**src/assert_macros.svh**
```systemverilog
// ----------------------------------------------------------------------------
// assertion macros
// clocked property checks shared by the blur block
// ----------------------------------------------------------------------------
`ifndef ASSERT_MACROS_SVH
`define ASSERT_MACROS_SVH

// check that is switched off while reset is high
`define RFNB_ASSERT(label, clk, rst, prop) \
   label: assert property (@(posedge clk) disable iff (rst) (prop)) \
      else $error("%m: check failed");

// check that also holds across reset
`define RFNB_ASSERT_ALWAYS(label, clk, prop) \
   label: assert property (@(posedge clk) (prop)) \
      else $error("%m: check failed");

`endif

```
**src/rfnb_fifo.sv**
```systemverilog
// ----------------------------------------------------------------------------
// rfnb_fifo
// small register queue with full, empty and fill level
// ----------------------------------------------------------------------------
module rfnb_fifo #(
   parameter int WIDTH = 8,
   parameter int DEPTH = 4
) (
   input  logic                     clock,
   input  logic                     reset,
   input  logic                     push,
   input  logic [WIDTH-1:0]         push_data,
   output logic                     full,
   input  logic                     pop,
   output logic [WIDTH-1:0]         pop_data,
   output logic                     empty,
   output logic [$clog2(DEPTH):0]   level
);

   localparam int PW = $clog2(DEPTH);

   logic [WIDTH-1:0] entries_ff [DEPTH];
   logic [PW-1:0]    wr_ptr_ff, wr_ptr_in;
   logic [PW-1:0]    rd_ptr_ff, rd_ptr_in;
   logic [PW:0]      count_ff, count_in;
   logic             do_push, do_pop;

   assign full     = (count_ff == (PW+1)'(DEPTH));
   assign empty    = (count_ff == '0);
   assign level    = count_ff;
   assign pop_data = entries_ff[rd_ptr_ff];

   // pointer and level update
   always_comb begin
      do_push   = push && !full;
      do_pop    = pop && !empty;
      wr_ptr_in = do_push ? wr_ptr_ff + PW'(1) : wr_ptr_ff;
      rd_ptr_in = do_pop ? rd_ptr_ff + PW'(1) : rd_ptr_ff;
      count_in  = count_ff;
      if (do_push && !do_pop) begin
         count_in = count_ff + (PW+1)'(1);
      end else if (do_pop && !do_push) begin
         count_in = count_ff - (PW+1)'(1);
      end
   end

   always_ff @(posedge clock) begin
      if (reset) begin
         wr_ptr_ff <= '0;
         rd_ptr_ff <= '0;
         count_ff  <= '0;
      end else begin
         wr_ptr_ff <= wr_ptr_in;
         rd_ptr_ff <= rd_ptr_in;
         count_ff  <= count_in;
      end
   end

   // storage
   always_ff @(posedge clock) begin
      if (do_push) begin
         entries_ff[wr_ptr_ff] <= push_data;
      end
   end

endmodule

```
**config.mk**
```make
export PLATFORM = sky130hd
export DESIGN_NAME = rfnb_fifo
export DESIGN_NICKNAME = d
export VERILOG_FILES = /design/src/assert_macros.svh /design/src/rfnb_fifo.sv
export SDC_FILE = /design/constraint.sdc
export NUM_CORES = 1
export LEC_CHECK = 0
export BUFFER_PORTS_ARGS = -buffer_cell sky130_fd_sc_hd__buf_2
export CORE_MARGIN = 2
export CORE_UTILIZATION = 62
export CTS_BUF_LIST = sky130_fd_sc_hd__clkbuf_8
export DETAILED_ROUTE_END_ITERATION = 16
export PLACE_DENSITY = 0.94
export REMOVE_ABC_BUFFERS = 1
export SLEW_MARGIN = 20
export SYNTH_ARGS = -nofsm -noshare
export SYNTH_HDL_FRONTEND = slang
export SYNTH_SLANG_ARGS = --single-unit
```
**constraint.sdc**
```tcl
create_clock -name clock -period 3 [get_ports clock]
set_input_delay 0.15 -clock clock [delete_from_list [all_inputs] [get_ports clock]]
set_output_delay 0.15 -clock clock [all_outputs]
set_load 0.005 [all_outputs]
```
* Word level (Yosys, flattened, before mapping)
Memories as Yosys holds them, arrays and structs flattened. A register that Yosys moved wholly into a read port is not among the register bits. Cells that the tools add are included.
Storage, ports and cells: logic and storage cells 25, register bits after elaboration 7, bits in writable memories 32, output and inout port bits 13, memories kept 1, bits of input ports 12
Operators by class: multiplexer cells 6, equality and inequality tests 1, reduce and logical (&&, ||, !) cells 10, add/subtract/negate cells 4
Memories:
- entries_ff | words 4, width 8, read ports 1, clocked after Yosys merged registers in 1, write ports 1, line rfnb_fifo.sv:22 | logic [WIDTH-1:0] entries_ff [DEPTH];
Operators with widths (count):
- 3-bit two-way mux | 2
- 2-bit by 1-bit adder with 2-bit output (second input constant) | 2
- 1-bit logical AND | 4
- 1-bit zero test | 4
- 2-bit two-way mux | 2
- 3-bit by 1-bit adder with 3-bit output (second input constant) | 1
- 3-bit equality test (second input constant) | 1
- 3-bit zero test | 1
- 3-bit by 1-bit subtractor with 3-bit output (second input constant) | 1
- 1-bit two-way mux | 2
- 2-bit nonzero test | 1

* Depth between registers and ports, before layout
depth in word-level cells 7, depth in mapped cells 8, gate-level depth less buffers 8

* Least setup slack after synthesis
No wires, ideal clock.
kind reg-to-reg, start register count_ff[0] (netlist: level[0]), end register count_ff[2] (netlist: level[2]), cell stages (with the launch flop) 9, arrival time 1.937 ns, slack 0.993 ns, clock period less this slack 2.007 ns, setup time 0.070 ns, required time 2.930 ns, path buffers 0, cell sequence dfxtp_1 -> nor3b_2 -> nor2_2 -> ha_1 -> inv_1 -> fa_1 -> xor2_1 -> or3_1 -> a21oi_1
Between the ends: word-level cells in the longest chain between the ends 6, elaborated cells between the ends (all ways) 15, classes of those cells 2 x add/sub; 1 x eq/ne; 2 x mux; 10 x reduce/logical
Ends and longest elaborated chain:
- start: declaration | line rfnb_fifo.sv:25 | logic [PW:0] count_ff, count_in;
- start signal: assignment | line rfnb_fifo.sv:55 | count_ff <= count_in;
- 3-bit equality test (*) | line rfnb_fifo.sv:28 | assign full = (count_ff == (PW+1)'(DEPTH));
- named net full | line rfnb_fifo.sv:13 | output logic full,
- 1-bit zero test (*) | line rfnb_fifo.sv:35 | do_push = push && !full;
- 1-bit logical AND (*) | line rfnb_fifo.sv:35
- named net do_push | line rfnb_fifo.sv:26 | logic do_push, do_pop;
- 1-bit zero test | line rfnb_fifo.sv:42 | end else if (do_pop && !do_push) begin
- 1-bit logical AND | line rfnb_fifo.sv:42
- 2-bit nonzero test (no line)
The timed path passes the listed nets; every way through them passes the cells marked *. The select of a mux whose other input is x is not followed. A chain may end at the register's enable or synchronous reset.

* Worst setup path in the final report
start register count_ff[0] (netlist: level[0]), end register count_ff[2] (netlist: level[2])
Between the ends: word-level cells in the longest chain between the ends 6, elaborated cells between the ends (all ways) 15, classes of those cells 2 x add/sub; 1 x eq/ne; 2 x mux; 10 x reduce/logical
Ends and longest elaborated chain (line):
- 3-bit equality test (*) | rfnb_fifo.sv:28
- 1-bit zero test (*) | rfnb_fifo.sv:35
- 1-bit logical AND (*) | rfnb_fifo.sv:35
- named net do_push | rfnb_fifo.sv:26
- 1-bit zero test | rfnb_fifo.sv:42
- 1-bit logical AND | rfnb_fifo.sv:42
- 2-bit nonzero test (no line)
Marked as above.

==> impl_metrics.tcl <==
set metrics [dict create \
    status "finished, final reports clean" \
    ys_seq_area_frac 0.7042 \
    ir_worst_vdd_v 0.0006737 \
    final_cell_mix "edfxtp_1 (32), buf_2 (24), dfxtp_1 (9)" \
    finalCriticalPeriod_ns 2.212 \
    fin_skew_ns 0.006029 \
    pwr_density_cell_nw_per_um2 801.2 \
    drt-initial-drc-count 28 \
    met3_usage 0.06183 \
    slew_headroom 0.6484 \
    clk_pin_slew_ns 0.07 \
    r2r_slack_ns 0.79 \
    grt_usage 0.2021 \
    max-cap-violations 0 \
    cp-endpoint "level[2]" \
    hpwl_mm 1.797 \
    reg2reg_depth 8 \
    clockBufferDepth 2 \
    grt_max_degree 13 \
    critPathKind "register to register" \
    endpoint_kind "register" \
    die_h_um 55.12 \
    layout-drive-gt1-share 0.3445 \
    period_share 0.7374 \
    n_fill_cell 157 \
    yosys.area.top_type "edfxtp_1" \
    wl_per_cell_um 16.95 \
    setup_viol 0 \
    place_congestion 0.6071 \
    final_common_cell "edfxtp_1" \
    finalNonFillerCells 149 \
    synth_area_um2 1620 \
    rows 18 \
    synth_top_cell_area_share 0.5931 \
    fmax_mhz 452.1 \
    hold_path_class "primary input to register" \
    area_growth_pct 14.52 \
    dieWidth_um 55.12 \
    grt_pass1_wl_mm 3.808 \
    via_per_inst 5.644 \
    r2r_start "level[0]" \
    dp.cells 141 \
    ctsResizeCount 0 \
    clk_latency_ns 0.28 \
    reg2reg_to "level[2]" \
    synth-seq-cells 41 \
    initial_core_util 0.6540 \
    core_um2 2477 \
    ant_nets 0 \
    met2_usage 0.3353 \
    n_antenna_cell 0 \
    overflow 0 \
    post_cts_buffers 0 \
    hold_violations 0 \
    syn_area_per_cell_um2 18.00 \
    syn_inst 90 \
    cts_root_buf "clkbuf_8" \
    grt-busiest-layer "met2" \
    worstMarginPinSlew_ns 0.5267 \
    cts_sinks 41 \
    crit_required_ns 3.22 \
    antenna_found_initial 0 \
    critical_path.max_fanout 7 \
    wirelength_mm 2.525 \
    critPathArrivalTime_ns 2.43 \
    finalSetupTns_ns 0 \
    crit_start "level[0]" \
    slew_viol_final 0 \
    cts_tree "done" \
    p_leak_nw 0.6964 \
    yosysWarningCount 0 \
    cts_made_buffers 5 \
    synth_cell_types 21 \
    grt_use_met1 0.2350 \
    nets 136 \
    grt_pass1_vias 822 \
    dr.pass1.iters 4 \
    rsz0062_at_grt "false" \
    synth.area.top_cells "edfxtp_1 (59%), dfxtp_1 (11%), mux4_2 (11%)" \
    ctsHoldBuffers 0 \
    die_area_um2 3038 \
    port_buffers 24 \
    power_w 0.001487 \
    htreeDepth 2 \
    ioPinCount 25 \
    cp-start-kind "register" \
    vias 841 \
    drc 0 \
]
-- synthesized netlist by cell type --
cell and n:
dfxtp_1 9, or3_1 2, buf_2 1, nor2_1 5
nand2b_1 2, o311ai_1 1, edfxtp_1 32, mux2i_1 2
ha_1 5, o31ai_2 1, nor3_1 1, clkbuf_1 2
mux4_2 8, nor3b_2 1, a21oi_1 2, xor2_1 4
inv_1 4, and2_1 4, nor2_2 1, o21ai_0 2
fa_1 1
-- power breakdown --
part,switching (W),internal (W)
sequential,0.0000844,0.000692
clock,0.000172,0.000181
combinational,0.000155,0.000202
-- final cells by class --
| class | count | area [um2] | share of cell area |
|---|---|---|---|
| clock inverter | 2 | 7.507 | 0.004046 |
| tap | 30 | 37.54 | 0.02023 |
| clock buffer | 6 | 82.58 | 0.04450 |
| sequential | 41 | 1141 | 0.6150 |
| inverter | 4 | 15.01 | 0.008092 |
| timing repair buffer | 24 | 120.1 | 0.06473 |
| multi-input combinational | 42 | 451.7 | 0.2434 |
-- sequential cells by signal, indices dropped and copies added, names as in the netlist, named ones only --
register and count:
level 3, wr_ptr_ff 2, rd_ptr_ff 2, entries_ff 32
-- per-stage QoR --
step	util	instance area, um2	setup WS (ns)	hold WS, ns
4_1_cts	0.7490	1856	0.7567	0.07764
5_1_grt	0.7490	1856	0.6042	0.07533
6_report	0.7490	1856	0.7879	0.08233
3_3_place_gp	0.7126	1765	0.9590	0.3593
3_5_place_dp	0.7126	1765	0.8490	0.3688
2_1_floorplan	-	1608	0.9934	0.2191
-- worst max-delay path: stages (launching register included) --
cell	delay [ns]
dfxtp_1	0.51
nor3b_2	0.11
nor2_2	0.20
ha_1	0.24
inv_1	0.07
fa_1	0.39
xor2_1	0.17
or3_1	0.31
a21oi_1	0.14
-- worst min path at each step --
stage	slack, ns	to	from	cells after the start
global route	0.08	entries_ff[1][2]	push_data[2]	1
global placement	0.36	entries_ff[1][2]	push_data[2]	1
CTS	0.08	entries_ff[2][2]	push_data[2]	1
detailed placement	0.37	entries_ff[1][2]	push_data[2]	1
finish	0.08	entries_ff[1][4]	push_data[4]	1
floorplan	0.22	level[2]	reset	1
-- metal layers --
| metal | routed length (um) | vias to the layer above |
|---|---|---|
| li1 | - | 398 |
| met1 | 1050 | 421 |
| met2 | 1321 | 18 |
| met3 | 102 | 4 |
| met4 | 51 | 0 |
| met5 | 0 | - |
-- logic make-up after synthesis --
kind of cell | synth area share
fa+ha+maj | 0.05097
simple gates | 0.05714
buf+inv | 0.01698
compound gates | 0.02548
flops | 0.7042
xor+xnor | 0.02162
mux | 0.1236
Note: power is estimated with default switching activity, not from simulation.
