===== src/assert_macros.svh =====
// ----------------------------------------------------------------------------
// assertion macros
// clocked property checks shared by the blur block
// ----------------------------------------------------------------------------
`ifndef ASSERT_MACROS_SVH
`define ASSERT_MACROS_SVH

// check that is switched off while reset is high
`define RFNB_ASSERT(label, clk, rst, prop) \
   label: assert property (@(posedge clk) disable iff (rst) (prop)) \
      else $error("%m: check failed");

// check that also holds across reset
`define RFNB_ASSERT_ALWAYS(label, clk, prop) \
   label: assert property (@(posedge clk) (prop)) \
      else $error("%m: check failed");

`endif


===== src/rfnb_pkg.sv =====
// ----------------------------------------------------------------------------
// rfnb_pkg
// shared types and constants of the four neighbor blur
// ----------------------------------------------------------------------------
package rfnb_pkg;

   // frame size limits and field widths
   localparam int SIZE_LIMIT  = 1024;
   localparam int DIM_W       = 11;
   localparam int POS_W       = 10;
   localparam int CHAN_W      = 8;
   localparam int CSR_INDEX_W = 1;

   // queue depths
   localparam int TASK_DEPTH  = 4;
   localparam int RSP_DEPTH   = 4;
   localparam int RSP_LEVEL_W = $clog2(RSP_DEPTH) + 1;

   // configuration register indexes
   typedef enum logic [CSR_INDEX_W-1:0] {
      CSR_FRAME_WIDTH,
      CSR_FRAME_HEIGHT
   } csr_index_type;

   // one input pixel
   typedef struct packed {
      logic [CHAN_W-1:0] red_in;
      logic [CHAN_W-1:0] green_in;
      logic [CHAN_W-1:0] blue_in;
   } req_type;

   // one blurred result
   typedef struct packed {
      logic [CHAN_W-1:0] red_out;
      logic [CHAN_W-1:0] green_out;
      logic [CHAN_W-1:0] blue_out;
      logic [POS_W-1:0]  out_row;
      logic [POS_W-1:0]  out_column;
      logic              run_end;
      logic              frame_end;
   } rsp_type;

   localparam int PIX_W = $bits(req_type);
   localparam int RSP_W = $bits(rsp_type);

   // results owed by one pixel, oldest first: above, left, corner
   typedef struct packed {
      logic corner;
      logic left;
      logic above;
   } emit_type;

   // classified pixel handed from front to back
   typedef struct packed {
      req_type          pixel;
      logic [POS_W-1:0] row;
      logic [POS_W-1:0] column;
      logic             up_valid;
      logic             left_valid;
      logic             right_valid;
      logic             far_left_valid;
      emit_type         emit;
   } task_type;

   localparam int TASK_W = $bits(task_type);

endpackage


===== src/rfnb_front.sv =====
// ----------------------------------------------------------------------------
// rfnb_front
// frame size registers, raster position and per-pixel classification
// ----------------------------------------------------------------------------
module rfnb_front #(
   parameter int MAX_WIDTH = 1024
) (
   input  logic                               clock,
   input  logic                               reset,
   input  logic                               push,
   output logic                               full,
   input  rfnb_pkg::req_type                  req_data,
   input  logic                               csr_write_en,
   input  logic [rfnb_pkg::CSR_INDEX_W-1:0]   csr_index,
   input  logic [rfnb_pkg::DIM_W-1:0]         csr_data,
   output logic                               task_push,
   output rfnb_pkg::task_type                 task_data,
   input  logic                               task_full
);

   localparam int WIDTH_TOP = (MAX_WIDTH < rfnb_pkg::SIZE_LIMIT) ?
                              MAX_WIDTH : rfnb_pkg::SIZE_LIMIT;
   localparam int DW = rfnb_pkg::DIM_W;
   localparam int PW = rfnb_pkg::POS_W;

   logic [DW-1:0] width_ff, width_in;
   logic [DW-1:0] height_ff, height_in;
   logic [PW-1:0] row_ff, row_in;
   logic [PW-1:0] col_ff, col_in;
   logic [DW-1:0] col_next, row_next;
   logic          accept, last_col, last_row;

   function automatic logic [DW-1:0] clamp_size(input logic [DW-1:0] v,
                                                input logic [DW-1:0] top);
      logic [DW-1:0] r;
      r = v;
      if (v < DW'(2)) begin
         r = DW'(2);
      end else if (v > top) begin
         r = top;
      end
      return r;
   endfunction

   assign full   = task_full;
   assign accept = push && !task_full;

   // position of the incoming pixel within the frame
   always_comb begin
      col_next = {1'b0, col_ff} + DW'(1);
      row_next = {1'b0, row_ff} + DW'(1);
      last_col = (col_next == width_ff);
      last_row = (row_next == height_ff);
   end

   // register writes and raster counters
   always_comb begin
      width_in  = width_ff;
      height_in = height_ff;
      row_in    = row_ff;
      col_in    = col_ff;
      if (csr_write_en) begin
         unique case (rfnb_pkg::csr_index_type'(csr_index))
            rfnb_pkg::CSR_FRAME_WIDTH: begin
               width_in = clamp_size(csr_data, DW'(WIDTH_TOP));
            end
            rfnb_pkg::CSR_FRAME_HEIGHT: begin
               height_in = clamp_size(csr_data, DW'(rfnb_pkg::SIZE_LIMIT));
            end
         endcase
         row_in = '0;
         col_in = '0;
      end else if (accept) begin
         if (last_col) begin
            col_in = '0;
            row_in = last_row ? '0 : row_next[PW-1:0];
         end else begin
            col_in = col_next[PW-1:0];
         end
      end
   end

   always_ff @(posedge clock) begin
      if (reset) begin
         width_ff  <= DW'(WIDTH_TOP);
         height_ff <= DW'(rfnb_pkg::SIZE_LIMIT);
         row_ff    <= '0;
         col_ff    <= '0;
      end else begin
         width_ff  <= width_in;
         height_ff <= height_in;
         row_ff    <= row_in;
         col_ff    <= col_in;
      end
   end

   // neighbor availability and results owed by this pixel
   always_comb begin
      task_push                = accept;
      task_data.pixel          = req_data;
      task_data.row            = row_ff;
      task_data.column         = col_ff;
      task_data.up_valid       = (row_ff > PW'(1));
      task_data.left_valid     = (col_ff != '0);
      task_data.right_valid    = !last_col;
      task_data.far_left_valid = (col_ff > PW'(1));
      task_data.emit.above     = (row_ff != '0);
      task_data.emit.left      = last_row && (col_ff != '0);
      task_data.emit.corner    = last_row && last_col;
   end

endmodule


===== config.mk =====
export PLATFORM = sky130hd
export DESIGN_NAME = rfnb_front
export DESIGN_NICKNAME = d
export VERILOG_FILES = /design/src/assert_macros.svh /design/src/rfnb_pkg.sv /design/src/rfnb_front.sv
export SDC_FILE = /design/constraint.sdc
export NUM_CORES = 1
export LEC_CHECK = 0
export BUFFER_PORTS_ARGS = -buffer_cell sky130_fd_sc_hd__buf_4
export CORE_MARGIN = 1.5
export CORE_UTILIZATION = 56
export CTS_CLUSTER_DIAMETER = 100
export DETAILED_ROUTE_END_ITERATION = 7
export HOLD_SLACK_MARGIN = 0.08
export PLACE_DENSITY = 0.88
export SLEW_MARGIN = 20
export SYNTH_ARGS = -nofsm -noshare
export SYNTH_HDL_FRONTEND = slang
export SYNTH_SLANG_ARGS = --single-unit

===== constraint.sdc =====
create_clock -name clock -period 5.4 [get_ports clock]
set_input_delay 0.54 -clock clock [delete_from_list [all_inputs] [get_ports clock]]
set_output_delay 0.54 -clock clock [all_outputs]
set_load 0.03 [all_outputs]

[Word level (Yosys, flattened, before mapping)]
Index checks and enable logic that the tools add are counted.
Word-level totals
  register bits after elaboration: 42
  input port bits: 41
  output and inout bits: 53
  word-level logic and storage cells: 28
Operators by class
  add/subtract/negate cells: 2
  order comparisons: 4
  eq/ne operators: 2
  mux-type cells: 4
  bitwise operators: 1
  reduce and logical (&&, ||, !) cells: 11
Operators by type and width (number)
  10-bit by 1-bit adder with 11-bit output (second input constant): 2
  11-bit equality test: 2
  11-bit 2-to-1 mux: 2
  10-bit by 1-bit greater-than comparator with 1-bit output (second input constant): 2
  10-bit 2-to-1 mux: 2
  10-bit nonzero test: 2
  11-bit greater-than comparator (second input constant): 1
  11-bit by 2-bit < comparator with 1-bit output (second input constant): 1
  2-bit AND reduction: 3
  1-bit logical AND: 3
  1-bit logical NOT: 2
  2-bit OR reduction: 1
  1-bit inverter: 1

[Longest topological paths before layout]
  depth after elaboration: 3
  mapped depth: 11
  gate-level depth less buffers: 8

[Worst setup path after synthesis]
No wires, ideal clock.
  kind: register -> output
  start: register col_ff[0]
  end: output port task_data[2] (netlist name)
  arrival: 2947 ps
  required time: 4860 ps
  path slack: 1913 ps
  cell stages (with the launch flop): 10
  path buffers: 2
  path through: dfxtp_1 ha_1 nand3_2 or4_1 a211oi_2 a211oi_1 or3_1 buf_6 buf_6 nor2_1
RTL lines
  start, declared: RTL line rfnb_front.sv:29  | logic [PW-1:0] col_ff, col_in;
  start signal, assigned: RTL line rfnb_front.sv:93  | col_ff <= col_in;
  end, declared: RTL line rfnb_front.sv:17  | output rfnb_pkg::task_type task_data,

==> metrics.md <==
| Metric | Value |
|---|---|
| Post-synth EDFFs | 0 |
| Synth Area in XOR/XNOR | 5.88% |
| Pre-CTS setup slack | 1.93 ns |
| CP required | 4.86 ns |
| Mapped Area | 0.00298 mm2 |
| Share of power burned in the clock network | 35.7% |
| Hold Worst Slack | 0.476 ns |
| Net Sw Power | 162 uW |
| Total power draw | 594 uW |
| Top_reg_cell synth | dfxtp_1 |
| Share of cells above drive strength 1 | 16.5% |
| Avg Cell Area, Syn | 7.45 um2 |
| Synth top cells by count | 62 x nand2_1, 42 x dfxtp_1, 30 x nand3_1 |
| Clk_skew | 0.0112 ns |
| Tcrit/Tclk final | 70.4% |
| Pleak | 0.00118 uW |
| Final setup margin | 1.60 ns |
| CP Launch Type | flip-flop |
| Clock slew at reported path FFs | 0.09 ns |
| Post-CTS Repair Setup Buffers | 0 |
| Final hold violation count | 0 |
| Final setup vio count | 0 |
| Root Driver | clkbuf_8 |
| Largest net degree at the start of global routing | 25 |
| Internal power contribution | 432 uW |
| Cts bufs inserted | 5 |
| Post-route insts no fill | 469 |
| DR pass1 iterations | 5 |
| Initial drt markers | 354 |
| Die height | 75.9 um |
| # resized after CTS | 0 |
| Synth Area in Compound Gates | 17.4% |
| Cell taking the most area after synthesis | dfxtp_1 |
| Vias in the first global route | 2456 |
| Hold Path Class | reg -> reg |
| Slew Limit Fails | 0 |
| Worst Setup End Kind | primary output |
| Hold Buf Count CTS | 0 |
| CP arrival | 3.26 ns |
| Ant diodes | 0 |
| WS Path Type | reg -> out |
| Mux cell area share after synthesis | 0.378% |
| Via Count | 2854 |
| Register area share after synthesis | 28.2% |
| Max FO, Critical Path | 18 |
| Slew headroom | 34.4% |
| Synth Area in Adders | 2.94% |
| Ys Warns | 0 |
| Peak VDD IR | 0.155 mV |
| Die W | 75.9 um |
| Area Growth Syn to Fin | 6.09% |
| Simple-Gate Fraction of Synth Area | 32.8% |
| Clock Path Buffers | 2 |
| PD cells | 188 mW/mm2 |
| Initial antenna violation count | 0 |
| CTS H-Tree Depth | 2 |
| Max Freq | 0.263 GHz |
| Gr ovfl total | 0 |
| Core region area | 0.00511 mm2 |
| Post-synth net total | 448 |
| Skew-Pair Late Insertion Delay | 0.31 ns |
| Dpl cells | 461 |
| Mapped Cells | 400 |
| IO Port Bufs | 45 |
| Via/cell ratio | 6.09 |
| Fin crit period | 3.80 ns |
| Clock Sinks | 42 |
| Routed WL per cell | 14.6 um |
| Setup tns final | 0 ns |
| RSZ-0062 raised after global routing | false |
| Flop and latch count out of synthesis | 42 |
| Most numerous cell in the Yosys netlist | nand2_1 |
| Synth top area share | 28.2% |
| Layout Nets | 446 |
| Switching part of the total | 27.3% |
| Combinational share of power | 10.2% |
| Post-synth ARST share | 0% |
| Sequential Power Share | 54.1% |
| # IOs | 94 |
| Final wirelength | 6840 um |
| DRT antenna net count | 0 |
| Max-Cap Viols | 0 |
| Worst slew pin tran | 0.975 ns |
| Starting Density | 58.3% |
| Synth area leaders | dfxtp_1 28%, nand2_1 7.8%, buf_4 7.3%, nand3_1 5.0%, a21oi_1 4.9% |
| Residual DRC | 0 |
| Global-route wire length before repair | 11200 um |
| Status | completed |
| GP Congestion | 0.895 |
| Yosys cell types | 54 |
| # fillers | 464 |
| Gr usage total | 23.7% |
| Dpl hpwl | 4880 um |
| Largest family of logic cells by synthesized area | simple AND/OR/NAND/NOR gates |
| CTS tree | yes |
| Row Count | 26 |
| Die ar. | 0.00577 mm2 |
## critical path, cell delays in order (launching register included)
cell and delay, ns:
dfxtp_1 0.51, ha_1 0.38, nand3_2 0.19, or4_1 0.54
a211oi_2 0.23, a211oi_1 0.09, or3_1 0.64, nor2_1 0.20
buf_4 0.18
## layer usage
layer	up-vias	routed length, um	share of wire (%)	global-route usage, %
met4	0	87	1.3	9.26
met1	1298	3030	44	32.0
met3	14	625	9.1	6.27
li1	1396	-	-	-
met5	-	0	0	0
met2	146	3100	45	36.1
## through the flow
stage / util (%) / instance area (um2)
after floorplan: - / 2980
after global placement: 59.9 / 3060
after detailed placement: 60.0 / 3070
after CTS: 61.9 / 3160
after global routing: 61.9 / 3160
final: 61.9 / 3160
## cell usage in the layout (no fill, tap or decap), drive strengths merged, types with 8 or more instances in the layout
cell	synthesis	final
a21oi	30	30
nand2	62	62
dfxtp	42	42
inv	7	8
nand3b	8	8
nor3	18	18
o21ai	12	12
nand3	31	31
buf	38	45
nor2	16	16
xnor2	13	13
a31oi	9	9
## power groups by stage
stage | combinational [uW] | clock, uW | sequential [uW]
6_report | 60.7 | 212 | 321
3_5_place_dp | 59.8 | 0 | 329
2_1_floorplan | 72.3 | 0 | 327
5_1_grt | 66.5 | 232 | 322
4_1_cts | 60.1 | 216 | 321
3_3_place_gp | 58.4 | 0 | 328
## area by class of cell
class | count | area, um2 | area share (%)
Multi-Input combinational cell | 297 | 1770 | 56.1
Sequential cell | 42 | 841 | 26.6
Timing Repair Buffer | 45 | 338 | 10.7
Tap cell | 70 | 87.6 | 2.77
Clock buffer | 5 | 68.8 | 2.18
Inverter | 7 | 26.3 | 0.831
Clock inverter | 3 | 25.0 | 0.792
## flip-flops by register name (all words and copies together) (netlist names)
name,count
col_ff,10
height_ff,11
row_ff,10
width_ff,11
## cells by family after synthesis
family                   count (synthesis)
multiplexers                             1
buffers and inverters                   61
adder cells (fa/ha/maj)                  7
flip-flops                              42
AO/OA/AOI/OAI                           80
AND/OR/NAND/NOR                        189
XOR/XNOR                                20
## final timing paths
| kind | slack [ns] | cells after the start | start | end |
|---|---|---|---|---|
| worst max register to register | 1.79 | 8 | col_ff[0] | row_ff[2] |
| worst min-delay path | 0.48 | 2 | width_ff[1] | width_ff[1] |
| worst min register to register | 0.48 | 2 | width_ff[1] | width_ff[1] |
| worst max-delay path | 1.60 | 8 | col_ff[0] | task_data[2] |
Power figures use the tool's default switching activity.
